File: src/rtl/core/psla_pkg.sv
`default_nettype none
// ----------------------------------------------------------------------------
// psla_pkg
// Shared types, sizes and helpers for the persistent stack level ancestor unit.
// ----------------------------------------------------------------------------
package psla_pkg;

  // Store geometry
  localparam int NODES      = 1024;
  localparam int LEVELS     = 10;
  localparam int VALUE_BITS = 8;

  // Fixed field widths of the transaction ports
  localparam int CMD_W     = 2;
  localparam int VERSION_W = 10;
  localparam int PVAL_W    = 8;
  localparam int KBITS     = 10;
  localparam int DEPTH_W   = 10;
  localparam int STATUS_W  = 2;

  // Derived widths
  localparam int NODE_W = (NODES > 2) ? $clog2(NODES) : 1;
  localparam int NF_W   = $clog2(NODES + 1);
  localparam int LVL_W  = (LEVELS > 1) ? $clog2(LEVELS) : 1;
  localparam int LVC_W  = $clog2(LEVELS + 1);
  localparam int KB_W   = $clog2(KBITS + 1);
  localparam int KI_W   = (KBITS > 1) ? $clog2(KBITS) : 1;
  localparam int REP_W  = KBITS;
  localparam int CMP_W  = (KBITS > NODE_W) ? KBITS : NODE_W;
  localparam int JT_AW  = NODE_W + LVL_W;
  localparam int JT_DEPTH = NODES << LVL_W;

  typedef enum logic [CMD_W-1:0] {
    CMD_PUSH = 2'd0,
    CMD_POP  = 2'd1,
    CMD_TOP  = 2'd2,
    CMD_KTH  = 2'd3
  } cmd_t;

  typedef enum logic [STATUS_W-1:0] {
    ST_OK    = 2'd0,
    ST_EMPTY = 2'd1,
    ST_KBIG  = 2'd2,
    ST_FULL  = 2'd3
  } status_t;

  typedef enum logic [2:0] {
    RES_FULL,
    RES_EMPTY,
    RES_POP,
    RES_TOP,
    RES_KBIG,
    RES_PUSH,
    RES_KTH
  } res_sel_t;

  typedef enum logic [3:0] {
    S_IDLE,
    S_READ,
    S_CHECK,
    S_LINK,
    S_LINK_WAIT,
    S_WALK,
    S_WALK_WAIT,
    S_VALUE
  } state_t;

  // Controller to datapath commands
  typedef struct packed {
    logic     load;
    logic     rd_node;
    logic     chk;
    logic     push_start;
    logic     link_zero;
    logic     link_rd;
    logic     link_wr;
    logic     walk_start;
    logic     walk_skip;
    logic     walk_rd;
    logic     walk_step;
    logic     val_rd;
    logic     res_load;
    res_sel_t res_sel;
  } psla_cmd_t;

  // Datapath to controller status
  typedef struct packed {
    cmd_t command;
    logic full;
    logic depth_zero;
    logic k_big;
    logic link_done;
    logic mid_zero;
    logic bit_end;
    logic bit_set;
  } psla_stat_t;

  // Number of jumps at level walk_level(b) that one set bit of k stands for
  function automatic logic [REP_W-1:0] rep_of(input logic [KB_W-1:0] b);
    logic [REP_W-1:0] r;
    r = REP_W'(1);
    if (int'(b) >= LEVELS) begin
      r = REP_W'(1) << (int'(b) - LEVELS + 1);
    end
    return r;
  endfunction

  // Jump level used for bit b of k
  function automatic logic [LVL_W-1:0] walk_level(input logic [KB_W-1:0] b);
    logic [LVL_W-1:0] l;
    l = LVL_W'(LEVELS - 1);
    if (int'(b) < LEVELS) begin
      l = LVL_W'(b);
    end
    return l;
  endfunction

endpackage
`default_nettype wire

File: src/rtl/core/psla_ctrl.sv
`default_nettype none
// ----------------------------------------------------------------------------
// psla_ctrl
// Sequencer for push link building, k-th walks and the result handshake.
// ----------------------------------------------------------------------------
module psla_ctrl
  import psla_pkg::*;
(
  input  wire logic       clk,
  input  wire logic       rst_n,
  input  wire logic       in_valid,
  output logic            in_ready,
  output logic            out_valid,
  input  wire logic       out_ready,
  input  wire psla_stat_t stat,
  output psla_cmd_t       cmd
);

  state_t state_r, state_nxt;
  logic   out_valid_r, out_valid_nxt;
  logic   out_free;

  assign out_free = !out_valid_r || out_ready;

  always_ff @(posedge clk) begin
    if (!rst_n) begin
      state_r     <= S_IDLE;
      out_valid_r <= 1'b0;
    end else begin
      state_r     <= state_nxt;
      out_valid_r <= out_valid_nxt;
    end
  end

  always_comb begin
    state_nxt = state_r;
    cmd       = '0;
    cmd.res_sel = RES_FULL;
    in_ready  = 1'b0;
    case (state_r)
      S_IDLE: begin
        in_ready = 1'b1;
        if (in_valid) begin
          cmd.load  = 1'b1;
          state_nxt = S_READ;
        end
      end
      S_READ: begin
        cmd.rd_node = 1'b1;
        state_nxt   = S_CHECK;
      end
      S_CHECK: begin
        cmd.chk = 1'b1;
        case (stat.command)
          CMD_PUSH: begin
            if (!stat.full) begin
              cmd.push_start = 1'b1;
              state_nxt      = S_LINK;
            end else if (out_free) begin
              cmd.res_load = 1'b1;
              cmd.res_sel  = RES_FULL;
              state_nxt    = S_IDLE;
            end
          end
          CMD_POP, CMD_TOP: begin
            if (out_free) begin
              cmd.res_load = 1'b1;
              cmd.res_sel  = stat.depth_zero ? RES_EMPTY :
                             (stat.command == CMD_POP) ? RES_POP : RES_TOP;
              state_nxt    = S_IDLE;
            end
          end
          CMD_KTH: begin
            if (!stat.depth_zero && !stat.k_big) begin
              cmd.walk_start = 1'b1;
              state_nxt      = S_WALK;
            end else if (out_free) begin
              cmd.res_load = 1'b1;
              cmd.res_sel  = stat.depth_zero ? RES_EMPTY : RES_KBIG;
              state_nxt    = S_IDLE;
            end
          end
          default: state_nxt = S_IDLE;
        endcase
      end
      S_LINK: begin
        if (stat.link_done) begin
          if (out_free) begin
            cmd.res_load = 1'b1;
            cmd.res_sel  = RES_PUSH;
            state_nxt    = S_IDLE;
          end
        end else if (stat.mid_zero) begin
          cmd.link_zero = 1'b1;
        end else begin
          cmd.link_rd = 1'b1;
          state_nxt   = S_LINK_WAIT;
        end
      end
      S_LINK_WAIT: begin
        cmd.link_wr = 1'b1;
        state_nxt   = S_LINK;
      end
      S_WALK: begin
        if (stat.bit_end) begin
          cmd.val_rd = 1'b1;
          state_nxt  = S_VALUE;
        end else if (!stat.bit_set) begin
          cmd.walk_skip = 1'b1;
        end else begin
          cmd.walk_rd = 1'b1;
          state_nxt   = S_WALK_WAIT;
        end
      end
      S_WALK_WAIT: begin
        cmd.walk_step = 1'b1;
        state_nxt     = S_WALK;
      end
      S_VALUE: begin
        if (out_free) begin
          cmd.res_load = 1'b1;
          cmd.res_sel  = RES_KTH;
          state_nxt    = S_IDLE;
        end
      end
      default: state_nxt = S_IDLE;
    endcase

    out_valid_nxt = out_valid_r;
    if (cmd.res_load) begin
      out_valid_nxt = 1'b1;
    end else if (out_ready) begin
      out_valid_nxt = 1'b0;
    end
  end

  assign out_valid = out_valid_r;

endmodule
`default_nettype wire

File: config.mk
export PLATFORM = sky130hd
export DESIGN_NAME = psla_ctrl
export DESIGN_NICKNAME = d
export VERILOG_FILES = /design/src/rtl/core/psla_pkg.sv /design/src/rtl/core/psla_ctrl.sv
export SDC_FILE = /design/constraint.sdc
export NUM_CORES = 1
export LEC_CHECK = 0
export ABC_AREA = 0
export BUFFER_PORTS_ARGS = -buffer_cell sky130_fd_sc_hd__buf_2
export CAP_MARGIN = 20
export CORE_UTILIZATION = 45
export CTS_BUF_LIST = sky130_fd_sc_hd__clkbuf_4
export CTS_CLUSTER_SIZE = 28
export DETAILED_ROUTE_END_ITERATION = 6
export PLACE_DENSITY = 0.77
export SLEW_MARGIN = 20
export SYNTH_ARGS = -nofsm -noshare
export SYNTH_HDL_FRONTEND = slang
export SYNTH_SLANG_ARGS = --single-unit
File: constraint.sdc
create_clock -name clk -period 1.7 [get_ports clk]
set_input_delay 0.085 -clock clk [delete_from_list [all_inputs] [get_ports clk]]
set_output_delay 0.085 -clock clk [all_outputs]
set_load 0.01 [all_outputs]
Word level (Yosys, flattened, before mapping)
Cells that the tools add are included.
- input port bits: 13
- word-level logic and storage cells: 72
- output and inout bits: 18
- flip-flop bits (word level): 5
- equality and inequality tests: 13
- reductions and logical operators: 10
- mux-type cells: 47
- operators by type and width (operator ; number):
    $mux 4 ; 16
    $pmux 4 s3 ; 3
    $pmux 4 s8 ; 1
    $mux 1 ; 20
    $eq 4x3->1 const B ; 4
    $mux 2 ; 6
    $eq 4x2->1 const B ; 2
    $ne 3x3->1 const B ; 2
    $eq 2x2->1 const B ; 2
    $eq 4x1->1 const B ; 1
    $logic_not 4->1 ; 1
    $logic_not 1->1 ; 3
    $mux 3 ; 1
    $reduce_and 3->1 ; 1
    $eq 2x1->1 const B ; 1
    $logic_not 2->1 ; 1
    $ne 2x2->1 const B ; 1
    $reduce_bool 2->1 ; 1
    $reduce_or 2->1 ; 1
    $logic_and 1x1->1 ; 1
    $logic_or 1x1->1 ; 1

Depth between registers and ports, before layout
- word-level depth: 7
- depth in mapped cells: 8
- depth with buffers taken out: 7

Least setup slack after synthesis
No wires, ideal clock.
- path type: register to register
- start point: register state_r[3]
- end point: register state_r[2]
- slack: 0.251 ns
- data required time: 1.583 ns
- arrival: 1.332 ns
- clock period less this slack: 1.449 ns
- path buffers: 1
- cell stages (with the launch flop): 7
- setup time: 0.117 ns
- cells stage by stage: dfxtp_1 -> buf_6 -> nor4_2 -> a21oi_1 -> nand3b_1 -> nor2_1 -> a22o_1
- cells in the longest elaborated chain, start to end: 3
- elaborated cells between the ends (all ways): 13
- classes of those cells: eq/ne (10); mux (1); reduce/logical (2)
- ends and longest elaborated chain (element ; RTL line ; source):
    from (decl) ; psla_ctrl.sv:19 ; state_t state_r, state_nxt;
    from (signal assigned) ; psla_ctrl.sv:30 ; state_r <= state_nxt;
    $eq 4x2->1 (tied with other cells) ; psla_ctrl.sv:40 ; case (state_r)
    $ne 3x3->1 (no source line) / $ne 2x2->1 (equally long branches) ; -- ;
    $reduce_and 3->1 (no source line) ; -- ;
Several ways; a longest one is shown, not always the timed one.
A chain may end at the register's enable or synchronous reset.

==> metrics.yaml <==
detailed_routing:
  wl_per_cell_microns: 12.9
  drt-total-wl_mm: 1.86
  viasPerCell: 5.43
  first_pass_iters: 4
  drc_errors: 0
  antenna_left: 0
  vias: 787
  drtIter0Drc: 12
global_route:
  grt_pass1_vias: 614
  overflow: 0
  grt_pass1_wl_mm: 2.59
  grt_max_degree: 13
  grt_use_met1_pct: 29.8
  met3_usage_pct: 3.72
  met2_usage_pct: 38.7
  grt_most_used_layer: "met2"
  antenna_found_initial: 0
  track_usage_pct: 23.9
timing:
  finalHoldViolCount: 0
  finalSetupViolCount: 0
  maxSlewViolCount: 0
  layout_min_cycle_time_ns: 1.69
  postLayoutSetupSlackWorst_ns: 0.0100
  rsz0062_at_grt: "yes"
  period_share_pct: 99.4
  clock.fmax_mhz: 592
  skew_ns: 0.00153
outcome:
  outcome: "finished clean"
setup_path:
  crit_chain: "nor3_2, nand2_2, or4_4, a21oi_2, buf_2"
  worstPathMaxFanout: 4
  startpoint_type: "flip-flop"
  slowest_stage: "or4_4"
  cpLargestDelayFamily: "simple AND/OR/NAND/NOR gates"
  worstPathRequired_ns: 1.62
  cp_num_buf_inv: 1
  critPathArrivalTime_ns: 1.60
  path_class: "flip-flop to output port"
  end_kind: "output port"
  max_stage_delay_ns: 0.52
cells_and_area:
  multiInputGateArea_sq_um: 543
  antennaDiodeCount: 0
  regArea_sq_um: 108
  nFillCells: 128
  nNetsFinal: 148
  areaGrowthSynthToFinish_pct: 34.8
  fin_cells: 145
  layout-drive-gt1-share_pct: 45.4
yosys:
  ys_warn_count: 0
  syn_inst: 94
  ys.flop_type: "dfxtp_1"
  syn_area_per_cell_sq_um: 7.41
  ys_async_sr_fraction_pct: 0
  synthTopCellsByArea: "dfxtp_1 (14%), ha_1 (7.2%), a21oi_1 (6.5%)"
  yosysTopAreaCell: "dfxtp_1"
  synth_most_common_cell: "a21oi_1"
  ys_ff_latch: 5
  synth_edf_count: 0
  synth.distinct_cells: 40
  yosys-top-cells-count: "a21oi_1 (9), nand2_1 (8), inv_1 (6)"
  syn_nets: 111
  syn_area_sq_um: 697
  yosysSeqAreaShare_pct: 14.4
  synth.top_cell.area_share_pct: 14.4
clocking:
  cts_buffers: 3
  cts_tree: "done"
  htree_levels: 1
  cts_buffer_depth: 2
  cts.clk_slew.worst_paths_ns: 0.04
  cts_root_buf: "clkbuf_4"
  postCtsHoldBufs: 0
  clock_sinks: 5
  clk_latency_ns: 0.25
floorplan:
  rows: 13
  core_sq_um: 1370
  die_h_microns: 41.4
  start_util_pct: 51.0
  ios: 31
  dieArea_sq_um: 1710
  die_w_microns: 41.4
place:
  portBuffers: 30
  hpwl_mm: 1.42
  routabilityCongestion: 0.835
  dp.cells: 139
  post-place-ws_ns: 0.150
power_and_ir_drop:
  ir_drop_mv: 0.380
  power_uw: 364
  p_per_area_nw_per_um2: 388
  power.leakage_uw: 0.000453
hold_path:
  hold_class: "primary input to flip-flop"
flow_run:
  drv_cap: 0
==> stage by stage <==
| step | util [%] | hold WS, ns | setup TNS [ns] | instance area [sq um] |
|---|---|---|---|---|
| after global routing | 68.8 | 0.0887 | -0.106 | 940 |
| after floorplan | - | 0.214 | 0 | 697 |
| after detailed placement | 62.5 | 0.348 | 0 | 855 |
| after global placement | 62.5 | 0.334 | 0 | 855 |
| after CTS | 64.9 | 0.0788 | -0.0326 | 887 |
| final | 68.8 | 0.0849 | 0 | 940 |
==> kinds of logic after synthesis <==
group	Yosys count	synth area share [%]
adders and majority gates	4	7.18
and+or+nand+nor	43	39.5
AOI/OAI and AO/OA	27	25.7
buffers and inverters	13	11.3
muxes	1	1.44
DFF	5	14.4
other	1	0.538
==> sequential cells by signal, summed over array words and instances (netlist names) <==
| name | count |
|---|---|
| out_valid | 1 |
| state_r | 4 |
==> placed cells by master (no fill, tap or decap), drive strengths merged, types with 2 or more instances in the layout <==
cell / netlist / final
clkbuf: 0 / 4
nor2b: 5 / 5
inv: 8 / 8
ha: 4 / 4
nor4b: 2 / 2
dfxtp: 5 / 5
nor2: 5 / 5
o21a: 2 / 2
o21ai: 3 / 3
nand2: 9 / 9
nand2b: 2 / 2
nor3: 6 / 6
a211oi: 2 / 2
o22ai: 2 / 2
buf: 5 / 37
a21oi: 9 / 9
nor3b: 5 / 5
==> worst register-to-register path, delay by kind of cell (launching register included) <==
kind,cells,cell delay [ns]
simple gates,1,0.38
compound gates,4,0.70
flops,1,0.39
==> worst paths after layout <==
| path | from | cells after the start | slack [ns] | to |
|---|---|---|---|---|
| worst max-delay path | state_r[3] | 5 | 0.01 | cmd[0] |
| worst min-delay path | rst_n | 2 | 0.08 | state_r[0] |
| worst max register to register | out_valid | 5 | 0.17 | state_r[0] |
| worst min register to register | state_r[3] | 3 | 0.74 | state_r[0] |
==> where the power goes <==
group          internal, uW  switching (uW)
clock                   105            50.9
sequential              120            3.91
combinational          40.1            44.9
==> metal layers <==
metal | vias to the layer above | share of wire [%] | wire [microns]
li1 | 410 | - | -
met4 | 0 | 0.64 | 12
met3 | 2 | 4.0 | 75
met5 | - | 0 | 0
met2 | 24 | 49 | 908
met1 | 351 | 47 | 868
==> final cells by class <==
type	instances	share of cell area, %
flip-flops and latches	5	11.5
multi-input cells	76	57.8
clock buffers	4	3.20
inverters	8	3.20
well taps	15	2.00
repair buffers	37	22.4
==> timing repair <==
action / in CTS / in global routing
pin swaps: 0 / 3
endpoints found under the setup margin: 3 / 3
cloned: 0 / 0
gates resized for setup: 2 / 12
setup buffers: 0 / 2
(Power assumes the default switching activity.)
